File: config.mk
export PLATFORM = sky130hd
export DESIGN_NAME = rotor_substitution_cipher_core
export DESIGN_NICKNAME = d
export VERILOG_FILES = /design/src/sv/rsc_pkg.sv /design/src/sv/rsc_ram.sv /design/src/sv/rotor_substitution_cipher_core.sv
export SDC_FILE = /design/constraint.sdc
export NUM_CORES = 1
export LEC_CHECK = 0
export ABC_AREA = 1
export BUFFER_PORTS_ARGS = -buffer_cell sky130_fd_sc_hd__clkbuf_2
export CORE_MARGIN = 4
export CORE_UTILIZATION = 35
export CTS_BUF_LIST = sky130_fd_sc_hd__clkbuf_2 sky130_fd_sc_hd__clkbuf_4 sky130_fd_sc_hd__clkbuf_8
export DETAILED_ROUTE_END_ITERATION = 7
export PLACE_DENSITY = 0.54
export SETUP_SLACK_MARGIN = 0.5
export SYNTH_ARGS = -nofsm -noshare
export SYNTH_HDL_FRONTEND = slang
export SYNTH_SLANG_ARGS = --single-unit
File: constraint.sdc
create_clock -name clock -period 7.8 [get_ports clock]
set_clock_uncertainty 0.05 [all_clocks]
set_input_delay 0.39 -clock clock [delete_from_list [all_inputs] [get_ports clock]]
set_output_delay 0.39 -clock clock [all_outputs]
set_load 0.02 [all_outputs]
File: src/sv/rsc_pkg.sv
// Shared types and constants of the rotor substitution cipher core.
// Holds the request and response payload structs and the register and field codes.
// No dependencies.
package rsc_pkg;

   localparam int RotorCount = 3;

   localparam int LetterW = 5;
   localparam int RotorW  = 2;
   localparam int ShiftW  = 5;
   localparam int CsrDataW = 5;

   localparam logic [LetterW-1:0] Alpha = 5'd26;

   localparam logic KindLoad   = 1'b0;
   localparam logic KindLetter = 1'b1;

   localparam logic ModeEncode = 1'b0;
   localparam logic ModeDecode = 1'b1;

   typedef enum logic [0:0] {
      CSR_MODE  = 1'b0,
      CSR_SHIFT = 1'b1
   } csr_index_type;

   typedef struct packed {
      logic               kind;
      logic [RotorW-1:0]  rotor;
      logic [LetterW-1:0] slot;
      logic [LetterW-1:0] letter;
      logic               last;
   } req_type;

   typedef struct packed {
      logic [LetterW-1:0] result_letter;
      logic               result_last;
   } rsp_type;

endpackage

File: src/sv/rsc_ram.sv
// Generic single-clock RAM with one write port and one registered read port.
// A read at the address being written returns the old contents.
// No dependencies.
module rsc_ram #(
   parameter int Width = 5,
   parameter int Depth = 26
) (
   input  logic                     clock,
   input  logic                     wr_en,
   input  logic [$clog2(Depth)-1:0] wr_addr,
   input  logic [Width-1:0]         wr_data,
   input  logic                     rd_en,
   input  logic [$clog2(Depth)-1:0] rd_addr,
   output logic [Width-1:0]         rd_data
);

   logic [Width-1:0] mem_ff [Depth];
   logic [Width-1:0] rd_data_ff;

   always_ff @(posedge clock) begin
      if (wr_en) begin
         mem_ff[wr_addr] <= wr_data;
      end
      if (rd_en) begin
         rd_data_ff <= mem_ff[rd_addr];
      end
   end

   assign rd_data = rd_data_ff;

endmodule

File: src/sv/rotor_substitution_cipher_core.sv
// Top level of the rotor substitution cipher core.
// Depends on rsc_pkg for payload types and codes, and on rsc_ram for the rotor tables.
//
// Usage:
// Requests arrive on the req_ channel (valid/ready). A load request writes one entry of
// one rotor into both the forward and the inverse table. A letter request is encoded or
// decoded according to the mode register and yields exactly one response on rsp_; loads
// yield none. Registers mode and shift are written on the csr_ channel, which is always
// ready; write them only while no request is in flight.
// Every request walks a pipeline of ROTOR_COUNT stages, one per rotor table bank, each
// doing one synchronous read, followed by the response register. A letter passes every
// stage and the response register before it appears on rsp_, and one request per cycle
// is sustained while the receiver keeps up. Load requests write their bank as they pass
// the stage that owns it, so table updates stay in request order with letter reads.
// When the receiver stalls, the response register holds and the stages behind it fill up
// one by one; req_ready drops only once every stage is occupied.
// Reset clears the message position, the registers and all valid flags. The tables are
// not cleared and must be loaded with full permutations before letters are sent.
module rotor_substitution_cipher_core #(
   parameter int ROTOR_COUNT = rsc_pkg::RotorCount
) (
   input  logic                          clock,
   input  logic                          reset,
   input  logic                          req_valid,
   output logic                          req_ready,
   input  rsc_pkg::req_type              req_payload,
   output logic                          rsp_valid,
   input  logic                          rsp_ready,
   output rsc_pkg::rsp_type              rsp_payload,
   input  logic                          csr_valid,
   output logic                          csr_ready,
   input  rsc_pkg::csr_index_type        csr_index,
   input  logic [rsc_pkg::CsrDataW-1:0]  csr_data
);

   localparam int LW = rsc_pkg::LetterW;

   typedef struct packed {
      logic                       is_letter;
      logic                       good;
      logic [rsc_pkg::RotorW-1:0] rotor;
      logic [LW-1:0]              slot;
      logic [LW-1:0]              letter;
      logic                       mode;
      logic                       last;
      logic [LW-1:0]              offset;
   } stage_type;

   logic                        mode_ff;
   logic [rsc_pkg::ShiftW-1:0]  shift_ff;
   logic [LW-1:0]               pos_ff;

   logic [ROTOR_COUNT-1:0] valid_ff;
   logic [ROTOR_COUNT-1:0] move;
   logic [ROTOR_COUNT-1:0] load;
   stage_type              stage_ff [ROTOR_COUNT];
   stage_type              stage_in [ROTOR_COUNT];
   logic [LW-1:0]          addr     [ROTOR_COUNT];
   logic [LW-1:0]          fwd_q    [ROTOR_COUNT];
   logic [LW-1:0]          inv_q    [ROTOR_COUNT];
   logic [LW-1:0]          data     [ROTOR_COUNT];

   logic             rsp_valid_ff;
   rsc_pkg::rsp_type rsp_ff;
   rsc_pkg::rsp_type rsp_in;
   logic             out_free;

   logic [LW-1:0] shift_mod;
   logic [LW:0]   off_sum;
   logic [LW-1:0] offset;
   logic [LW-1:0] letter_mod;
   logic [LW:0]   enc_sum;
   logic [LW-1:0] enc_addr;
   stage_type     entry;
   logic          req_fire;
   logic [LW-1:0] final_v;
   logic [LW-1:0] final_off;

   assign csr_ready = 1'b1;
   assign out_free  = !rsp_valid_ff || rsp_ready;
   assign req_ready = !valid_ff[0] || move[0];
   assign req_fire  = req_valid && req_ready;

   always_comb begin
      shift_mod  = (shift_ff >= rsc_pkg::Alpha) ? shift_ff - rsc_pkg::Alpha : shift_ff;
      off_sum    = {1'b0, shift_mod} + {1'b0, pos_ff};
      offset     = (off_sum >= {1'b0, rsc_pkg::Alpha}) ?
                   LW'(off_sum - {1'b0, rsc_pkg::Alpha}) : off_sum[LW-1:0];
      letter_mod = (req_payload.letter >= rsc_pkg::Alpha) ?
                   req_payload.letter - rsc_pkg::Alpha : req_payload.letter;
      enc_sum    = {1'b0, letter_mod} + {1'b0, offset};
      enc_addr   = (enc_sum >= {1'b0, rsc_pkg::Alpha}) ?
                   LW'(enc_sum - {1'b0, rsc_pkg::Alpha}) : enc_sum[LW-1:0];

      entry.is_letter = (req_payload.kind == rsc_pkg::KindLetter);
      entry.good      = (int'(req_payload.rotor) < ROTOR_COUNT) &&
                        (req_payload.slot < rsc_pkg::Alpha) &&
                        (req_payload.letter < rsc_pkg::Alpha);
      entry.rotor     = req_payload.rotor;
      entry.slot      = req_payload.slot;
      entry.letter    = req_payload.letter;
      entry.mode      = mode_ff;
      entry.last      = req_payload.last;
      entry.offset    = offset;
   end

   always_comb begin
      move[ROTOR_COUNT-1] = valid_ff[ROTOR_COUNT-1] &&
                            (!stage_ff[ROTOR_COUNT-1].is_letter || out_free);
      for (int k = ROTOR_COUNT - 2; k >= 0; k--) begin
         move[k] = valid_ff[k] && (!valid_ff[k+1] || move[k+1]);
      end
   end

   for (genvar k = 0; k < ROTOR_COUNT; k++) begin : g_stage
      logic fwd_we;
      logic inv_we;

      if (k == 0) begin : g_first
         assign stage_in[k] = entry;
         assign addr[k]     = (mode_ff == rsc_pkg::ModeDecode) ? letter_mod : enc_addr;
         assign load[k]     = req_fire;
      end else begin : g_next
         assign stage_in[k] = stage_ff[k-1];
         assign addr[k]     = data[k-1];
         assign load[k]     = move[k-1];
      end

      assign fwd_we = load[k] && !stage_in[k].is_letter && stage_in[k].good &&
                      (int'(stage_in[k].rotor) == k);
      assign inv_we = load[k] && !stage_in[k].is_letter && stage_in[k].good &&
                      (int'(stage_in[k].rotor) == ROTOR_COUNT - 1 - k);
      assign data[k] = (stage_ff[k].mode == rsc_pkg::ModeDecode) ? inv_q[k] : fwd_q[k];

      rsc_ram #(
         .Width (LW),
         .Depth (int'(rsc_pkg::Alpha))
      ) u_fwd_ram (
         .clock   (clock),
         .wr_en   (fwd_we),
         .wr_addr (stage_in[k].slot),
         .wr_data (stage_in[k].letter),
         .rd_en   (load[k]),
         .rd_addr (addr[k]),
         .rd_data (fwd_q[k])
      );

      rsc_ram #(
         .Width (LW),
         .Depth (int'(rsc_pkg::Alpha))
      ) u_inv_ram (
         .clock   (clock),
         .wr_en   (inv_we),
         .wr_addr (stage_in[k].letter),
         .wr_data (stage_in[k].slot),
         .rd_en   (load[k]),
         .rd_addr (addr[k]),
         .rd_data (inv_q[k])
      );
   end

   always_comb begin
      final_v   = data[ROTOR_COUNT-1];
      final_off = stage_ff[ROTOR_COUNT-1].offset;
      if (stage_ff[ROTOR_COUNT-1].mode == rsc_pkg::ModeDecode) begin
         rsp_in.result_letter = (final_v >= final_off) ? final_v - final_off :
                                LW'({1'b0, final_v} + {1'b0, rsc_pkg::Alpha} -
                                    {1'b0, final_off});
      end else begin
         rsp_in.result_letter = final_v;
      end
      rsp_in.result_last = stage_ff[ROTOR_COUNT-1].last;
   end

   always_ff @(posedge clock) begin
      for (int k = 0; k < ROTOR_COUNT; k++) begin
         if (load[k]) begin
            stage_ff[k] <= stage_in[k];
         end
      end
      if (out_free) begin
         rsp_ff <= rsp_in;
      end

      if (reset) begin
         valid_ff     <= '0;
         rsp_valid_ff <= 1'b0;
         pos_ff       <= '0;
         mode_ff      <= rsc_pkg::ModeEncode;
         shift_ff     <= '0;
      end else begin
         for (int k = 0; k < ROTOR_COUNT; k++) begin
            if (load[k]) begin
               valid_ff[k] <= 1'b1;
            end else if (move[k]) begin
               valid_ff[k] <= 1'b0;
            end
         end
         if (out_free) begin
            rsp_valid_ff <= move[ROTOR_COUNT-1] && stage_ff[ROTOR_COUNT-1].is_letter;
         end
         if (req_fire && entry.is_letter) begin
            if (req_payload.last || pos_ff == rsc_pkg::Alpha - 5'd1) begin
               pos_ff <= '0;
            end else begin
               pos_ff <= pos_ff + 5'd1;
            end
         end
         if (csr_valid && csr_ready) begin
            unique case (csr_index)
               rsc_pkg::CSR_MODE: begin
                  mode_ff <= csr_data[0];
               end
               rsc_pkg::CSR_SHIFT: begin
                  shift_ff <= csr_data;
               end
               default: begin
               end
            endcase
         end
      end
   end

   assign rsp_valid   = rsp_valid_ff;
   assign rsp_payload = rsp_ff;

endmodule

Word level (Yosys, flattened, before mapping)
Memories as Yosys holds them, arrays and structs flattened. A register that Yosys moved wholly into a read port is not among the register bits.
Index checks and enable logic that the tools add are counted.
{"block": "totals", "ramBits": 843, "in_bits": 25, "n_memories": 7, "wordCells": 112, "register_bits": 21, "output_inout_bits": 9}
{"memory": "g_stage[0].u_fwd_ram.mem_ff", "words": 26, "width": 5, "rd": 1, "rd_clocked_by_memory_dff": 1, "wr": 1, "line_no": "rsc_ram.sv:17", "text": "logic [Width-1:0] mem_ff [Depth];"}
{"memory": "g_stage[0].u_inv_ram.mem_ff", "words": 26, "width": 5, "rd": 1, "rd_clocked_by_memory_dff": 1, "wr": 1, "line_no": "rsc_ram.sv:17"}
{"memory": "g_stage[1].u_fwd_ram.mem_ff", "words": 26, "width": 5, "rd": 1, "rd_clocked_by_memory_dff": 1, "wr": 1, "line_no": "rsc_ram.sv:17"}
{"memory": "g_stage[1].u_inv_ram.mem_ff", "words": 26, "width": 5, "rd": 1, "rd_clocked_by_memory_dff": 1, "wr": 1, "line_no": "rsc_ram.sv:17"}
{"memory": "g_stage[2].u_fwd_ram.mem_ff", "words": 26, "width": 5, "rd": 1, "rd_clocked_by_memory_dff": 1, "wr": 1, "line_no": "rsc_ram.sv:17"}
{"memory": "g_stage[2].u_inv_ram.mem_ff", "words": 26, "width": 5, "rd": 1, "rd_clocked_by_memory_dff": 1, "wr": 1, "line_no": "rsc_ram.sv:17"}
{"memory": "+1 memories"}
{"block": "classes", "reduce_logical": 40, "add_sub_neg": 10, "order_cmp": 8, "eq_ne": 4, "muxes": 33, "bitwise_logic": 1}
{"op": "$mux 5", "n": 11}
{"op": "$mux 1", "n": 22}
{"op": "$sub 5x5->5 const B", "n": 4}
{"op": "$logic_and 1x1->1", "n": 19}
{"op": "$add 5x5->6", "n": 2}
{"op": "$ge 6x5->1 const B", "n": 2}
{"op": "$ge 5x5->1 const B", "n": 2}
{"op": "$lt 5x5->1 const B", "n": 2}
{"op": "$sub 5x5->5", "n": 2}
{"op": "$logic_not 1->1", "n": 8}
{"op": "$eq 2x2->1 const B", "n": 3}
{"op": "$logic_or 1x1->1", "n": 6}
{"op": "$reduce_bool 2->1", "n": 3}
{"op": "$add 5x1->5 const B", "n": 1}
{"op": "$add 5x5->5 const B", "n": 1}
{"op": "$eq 5x5->1 const B", "n": 1}
{"op": "$ge 5x5->1", "n": 1}
{"op": "$logic_not 2->1", "n": 2}
{"op": "$reduce_and 2->1", "n": 2}
{"op": "$lt 2x2->1 const B", "n": 1}
{"op": "$not 1->1", "n": 1}

Logic depth before layout (Yosys ltp)
{"block": "logic_depth", "depth_word": 15, "mapped_depth": 35, "mapped_depth_nobuf": 35}

Modules after synthesis
From an unflattened synthesis, not the netlist that was laid out.
{"block": "hier_totals", "cells_unflattened": 3489, "hier_area_um2": 38246.7}
{"module": "rsc_ram", "instances": 6, "cells_per_inst": 516, "seq_area_each_um2": 4053.9, "area_per_inst_um2": 5713.0}
{"module": "rotor_substitution_cipher_core", "instances": 1, "cells_per_inst": 393, "seq_area_each_um2": 1981.9, "area_per_inst_um2": 3968.8}

Least setup slack after synthesis
OpenSTA, ideal clock, no wires.
{"block": "synth_timing", "path_type": "reg-to-reg", "start": "reg shift_ff[1] (netlist bit)", "end": "reg g_stage[0].u_fwd_ram.rd_data_ff[0] (read register of g_stage[0].u_fwd_ram.mem_ff), data pin", "n_path_buf": 1, "stages_incl_launch_ff": 34, "setup_ns": 0.253, "path_slack_ns": 3.517, "period_less_slack_ns": 4.283, "arrival_ns": 3.980, "t_required_ns": 7.497, "path_cell_list": "dfxtp_1 > inv_1 > ha_1 > inv_1 > a21oi_1 > nor2_1 > xor2_1 > inv_1 > fa_1 > inv_1 > nand2_1 > nand2_1 > nand3_1 > nand2_1 > nand3_4 > a21oi_1 > xor2_1 > ha_1 > inv_1 > nor2_1 > nand3_1 > nand2_1 > nand2_1 > nand2_2 > nand3_4 > nand2_2 > nand2_2 > nand3_4 > buf_2 > nand3_1 > nand3_1 > nand3_1 > nand3_1 > nand2_1"}
{"block": "synth_via", "elab_chain_len": 9, "elab_cells_between_ends": 12, "cone_classes": "add/sub (5); order compare (3); mux (4)"}
{"element": "start: declaration", "line_no": "rotor_substitution_cipher_core.sv:50", "text": "logic [rsc_pkg::ShiftW-1:0] shift_ff;"}
{"element": "start signal: assignment", "line_no": "rotor_substitution_cipher_core.sv:215", "text": "shift_ff <= csr_data;"}
{"element": "$sub 5x5->5 / $ge 5x5->1 (equally long branches)", "line_no": "rotor_substitution_cipher_core.sv:85", "text": "shift_mod = (shift_ff >= rsc_pkg::Alpha) ? shift_ff - rsc_pkg::Alpha : shift_ff;"}
{"element": "$mux 5 *", "line_no": "rotor_substitution_cipher_core.sv:85"}
{"element": "$add 5x5->6 *", "line_no": "rotor_substitution_cipher_core.sv:86", "text": "off_sum = {1'b0, shift_mod} + {1'b0, pos_ff};"}
{"element": "$sub 5x5->5 / $ge 6x5->1 (equally long branches)", "line_no": "rotor_substitution_cipher_core.sv:88, rotor_substitution_cipher_core.sv:87"}
{"element": "$mux 5 *", "line_no": "rotor_substitution_cipher_core.sv:87", "text": "offset = (off_sum >= {1'b0, rsc_pkg::Alpha}) ?"}
{"element": "$add 5x5->6 *", "line_no": "rotor_substitution_cipher_core.sv:91", "text": "enc_sum = {1'b0, letter_mod} + {1'b0, offset};"}
{"element": "$sub 5x5->5 / $ge 6x5->1 (equally long branches)", "line_no": "rotor_substitution_cipher_core.sv:93, rotor_substitution_cipher_core.sv:92"}
{"element": "$mux 5 *", "line_no": "rotor_substitution_cipher_core.sv:92", "text": "enc_addr = (enc_sum >= {1'b0, rsc_pkg::Alpha}) ?"}
{"element": "$mux 5 *", "line_no": "rotor_substitution_cipher_core.sv:121", "text": "assign addr[k] = (mode_ff == rsc_pkg::ModeDecode) ? letter_mod : enc_addr;"}
{"element": "end: declaration", "line_no": "rsc_ram.sv:18", "text": "logic [Width-1:0] rd_data_ff;"}
Every way passes the cells marked *; elsewhere a longest branch is shown, timed or not.
A chain may end at the register's enable or synchronous reset.

==> flow_summary.json <==
{
  "run_status": "completed",
  "synth_seq_cells": 881,
  "route.final.wire_length_mm": 89.2,
  "grt_pass1_wl_mm": 136,
  "critical_path.endpoint_type": "flip-flop",
  "worst_hold_slack_ps": 87.4,
  "groute.usage.overall_pct": 16.2,
  "routedWlPerCell_um": 20.3,
  "core_area_um2": 104000,
  "vdd.ir_drop.worst_v": 0.000170,
  "placement_rows": 118,
  "path_common_cell": "sky130_fd_sc_hd__nand2_1",
  "critical_path.reg2reg.startpoint": "shift_ff[1]$_SDFFE_PP0P_",
  "finalHoldViolations": 0,
  "synthFlopType": "sky130_fd_sc_hd__edfxtp_1",
  "grt_pass1_vias": 23094,
  "grt_overflow": 0,
  "tightest_slew_ps": 1230,
  "port_buffer_cells": 32,
  "finalSetupViolations": 0,
  "reg2reg_depth": 32,
  "dieArea_um2": 110000,
  "min-delay-path-class": "input pin to flip-flop",
  "grt_util_met2_pct": 26.7,
  "timing.critical_path.buf_inv": 6,
  "post_cts.resized_instances": 0,
  "timing.hold.worst.start": "req_payload[2]",
  "finish.instance_area_um2": 41300,
  "report.final.slew_viol_count": 0,
  "placed_cells": 4100,
  "synthesis.yosys.warnings": 0,
  "max_freq_mhz": 177,
  "synthArstFlopShare_pct": 0,
  "groute.layer.met3.usage_pct": 3.29,
  "critical_path.max_fanout": 61,
  "chipHeight_um": 331,
  "critical_path_required_ps": 8300,
  "grt_start_max_net_pins": 131,
  "fillerInstances": 9745,
  "numCtsBuffers": 149,
  "tritoncts_clock_tree": "built",
  "num_vias": 22725,
  "grt.busiest_layer": "met2",
  "initialDrtViolationCount": 1888,
  "worst_case_setup_slack_after_placement_ps": 2240,
  "antenna_violations_before_repair": 1,
  "worst_setup_path_startpoint": "shift_ff[1]$_SDFFE_PP0P_",
  "post-route-worst-setup-slack_ps": 2170,
  "floorplan.initialDensity_pct": 35.3,
  "final_cells": 4387,
  "critPathKind": "flip-flop to flip-flop",
  "mappedNetlistNets": 2852,
  "layout_worst_path_cycle_share_pct": 72.2,
  "hpwl_mm": 53.9,
  "yosysTopAreaCell": "sky130_fd_sc_hd__edfxtp_1",
  "postSynthAreaPerCell_um2": 13.1,
  "gp_congestion": 0.823,
  "grt_setup_unrepaired": "no",
  "drive_above_1_share_pct": 13.2,
  "cellPowerDensity_nw_per_um2": 288,
  "synthTopCellsByArea": "sky130_fd_sc_hd__edfxtp_1 71%, sky130_fd_sc_hd__nor2_1 4.8%, sky130_fd_sc_hd__o21ai_0 4.6%",
  "worst_setup_hold_path_clk_slew_ps": 60,
  "synth_largest_type_area_fraction_pct": 71.2,
  "cts.root.buffer_cell": "sky130_fd_sc_hd__clkbuf_8",
  "max_cap_violations": 0,
  "post_synth_instance_area_um2": 36500,
  "drc": 0,
  "cp.depth": 32,
  "post_route_core_utilization_pct": 39.9,
  "routed_via_density": 5.18,
  "setup_crit_end": "g_stage[0].u_fwd_ram.rd_data[1]$_DFFE_PP_",
  "syn_to_final_growth_pct": 13.1,
  "clock_insertion_delay_worst_skew_ps": 800,
  "synth.distinct_cells": 49,
  "power_mw": 11.9,
  "num_io_pins": 34,
  "cpMaxStageDelayCell": "sky130_fd_sc_hd__nand2_8",
  "synth_cells": 2794,
  "worstReg2RegEnd": "g_stage[0].u_fwd_ram.rd_data[1]$_DFFE_PP_",
  "clk_path_buf_depth": 3,
  "placed_cell_area_um2": 38200,
  "start_kind": "flip-flop",
  "path_delay_family": "simple AND/OR/NAND/NOR gates",
  "final_antenna_net_count": 0,
  "synth_enable_flop_cells": 866,
  "ys_seq_area_share_pct": 72.0,
  "r2r_slack_ps": 2170,
  "numnets_final": 2949,
  "max_stage_delay_ps": 550,
  "period_needed_ps": 5630,
  "cts_htree_levels": 4,
  "die_w_um": 331,
  "grt.met1_usage_pct": 21.4,
  "post-cts-setup-buffer-count": 0,
  "static-leakage-power_nw": 13.9,
  "clock_sink_count": 881,
  "maxSlewHeadroom_pct": 18.1,
  "arrival_ps": 6140,
  "drt-pass1-iter-count": 5,
  "setup_tns_ps": 0,
  "cts_hold_buf": 20
}
worst min path at each step:
stage | cells past startpoint | end
4_1_cts | 2 | g_stage[0].u_fwd_ram.mem_ff[23][4]$_DFFE_PP_
6_report | 2 | g_stage[0].u_fwd_ram.mem_ff[13][1]$_DFFE_PP_
3_3_place_gp | 0 | stage_ff[0][23]$_DFFE_PP_
5_1_grt | 2 | g_stage[0].u_fwd_ram.mem_ff[20][4]$_DFFE_PP_
2_1_floorplan | 0 | rsp_payload[0]$_DFFE_PP_
3_5_place_dp | 0 | stage_ff[0][23]$_DFFE_PP_
cell usage in the layout, fill, tap and decap left out, drive strengths merged:
cell	instances
a211oi	2
a21boi	1
a21oi	31
a31o	1
a41oi	1
and2	1
and3	1
buf	43
bufinv	5
clkbuf	237
clkinv	49
clkinvlp	2
conb	1
dfxtp	15
diode	2
dlygate4sd3	20
edfxtp	866
fa	5
ha	28
inv	117
mux2	25
mux2i	122
nand2	178
nand3	250
nand3b	1
nand4	14
nor2	471
nor3	23
nor3b	3
nor4	1
o211ai	6
o21a	7
o21ai	340
o221ai	86
o22ai	34
o31ai	1
or2	4
xnor2	4
xor2	9
metal layers:
metal | vias to the layer above | routed length, µm
li1 | 10551 | -
met4 | 0 | 2140
met1 | 11312 | 38600
met3 | 157 | 5310
met5 | - | 0
met2 | 705 | 43100
state kept, by name, summed over array words and instances (netlist names):
| register | cells |
|---|---|
| mode_ff | 1 |
| g_stage.u_inv_ram.rd_data | 15 |
| rsp_valid | 1 |
| valid_ff | 3 |
| g_stage.u_fwd_ram.rd_data | 15 |
| g_stage.u_inv_ram.mem_ff | 390 |
| shift_ff | 5 |
| pos_ff | 5 |
| stage_ff | 50 |
| g_stage.u_fwd_ram.mem_ff | 390 |
| rsp_payload | 6 |
synth_stat cells (8+ instances only):
cell type,n
sky130_fd_sc_hd__nand4_1,14
sky130_fd_sc_hd__o21ai_0,334
sky130_fd_sc_hd__mux2_2,25
sky130_fd_sc_hd__nand2_2,19
sky130_fd_sc_hd__edfxtp_1,866
sky130_fd_sc_hd__dfxtp_1,15
sky130_fd_sc_hd__xor2_1,8
sky130_fd_sc_hd__buf_2,16
sky130_fd_sc_hd__a21oi_1,30
sky130_fd_sc_hd__o221ai_1,86
sky130_fd_sc_hd__mux2i_1,122
sky130_fd_sc_hd__clkbuf_1,126
sky130_fd_sc_hd__nand2_1,155
sky130_fd_sc_hd__nor2_1,471
sky130_fd_sc_hd__nor3_1,22
sky130_fd_sc_hd__inv_1,105
sky130_fd_sc_hd__nand3_1,241
sky130_fd_sc_hd__ha_1,28
sky130_fd_sc_hd__o22ai_1,34
cell families (layout without fill, tap and decap cells):
kind of cell	Yosys count	count (layout)	share of synthesized area, %
AND/OR/NAND/NOR	947	947	11.3
flip-flops	881	881	72.0
AO/OA/AOI/OAI	510	510	8.14
buffers and inverters	262	473	2.90
multiplexers	147	147	4.11
adder cells (fa/ha/maj)	33	33	1.23
XOR/XNOR	13	13	0.332
other	1	3	0.0103
area by class of cell:
cell class | count | area [µm²] | area share [%]
repair buffers | 95 | 696 | 1.68
multi-input cells | 1651 | 9240 | 22.3
flip-flops and latches | 881 | 26300 | 63.6
clock buffers | 205 | 2520 | 6.10
inverters | 113 | 427 | 1.03
well taps | 1380 | 1730 | 4.18
clock inverters | 60 | 429 | 1.04
diodes | 2 | 5.00 | 0.0121
where the power goes:
group | switching (mW) | internal (mW) | total (mW)
sequential | 0.0441 | 5.31 | 5.36
clock | 1.82 | 2.26 | 4.09
combinational | 1.71 | 0.751 | 2.46
total | 3.58 | 8.33 | 11.9
(Power assumes the default switching activity.)
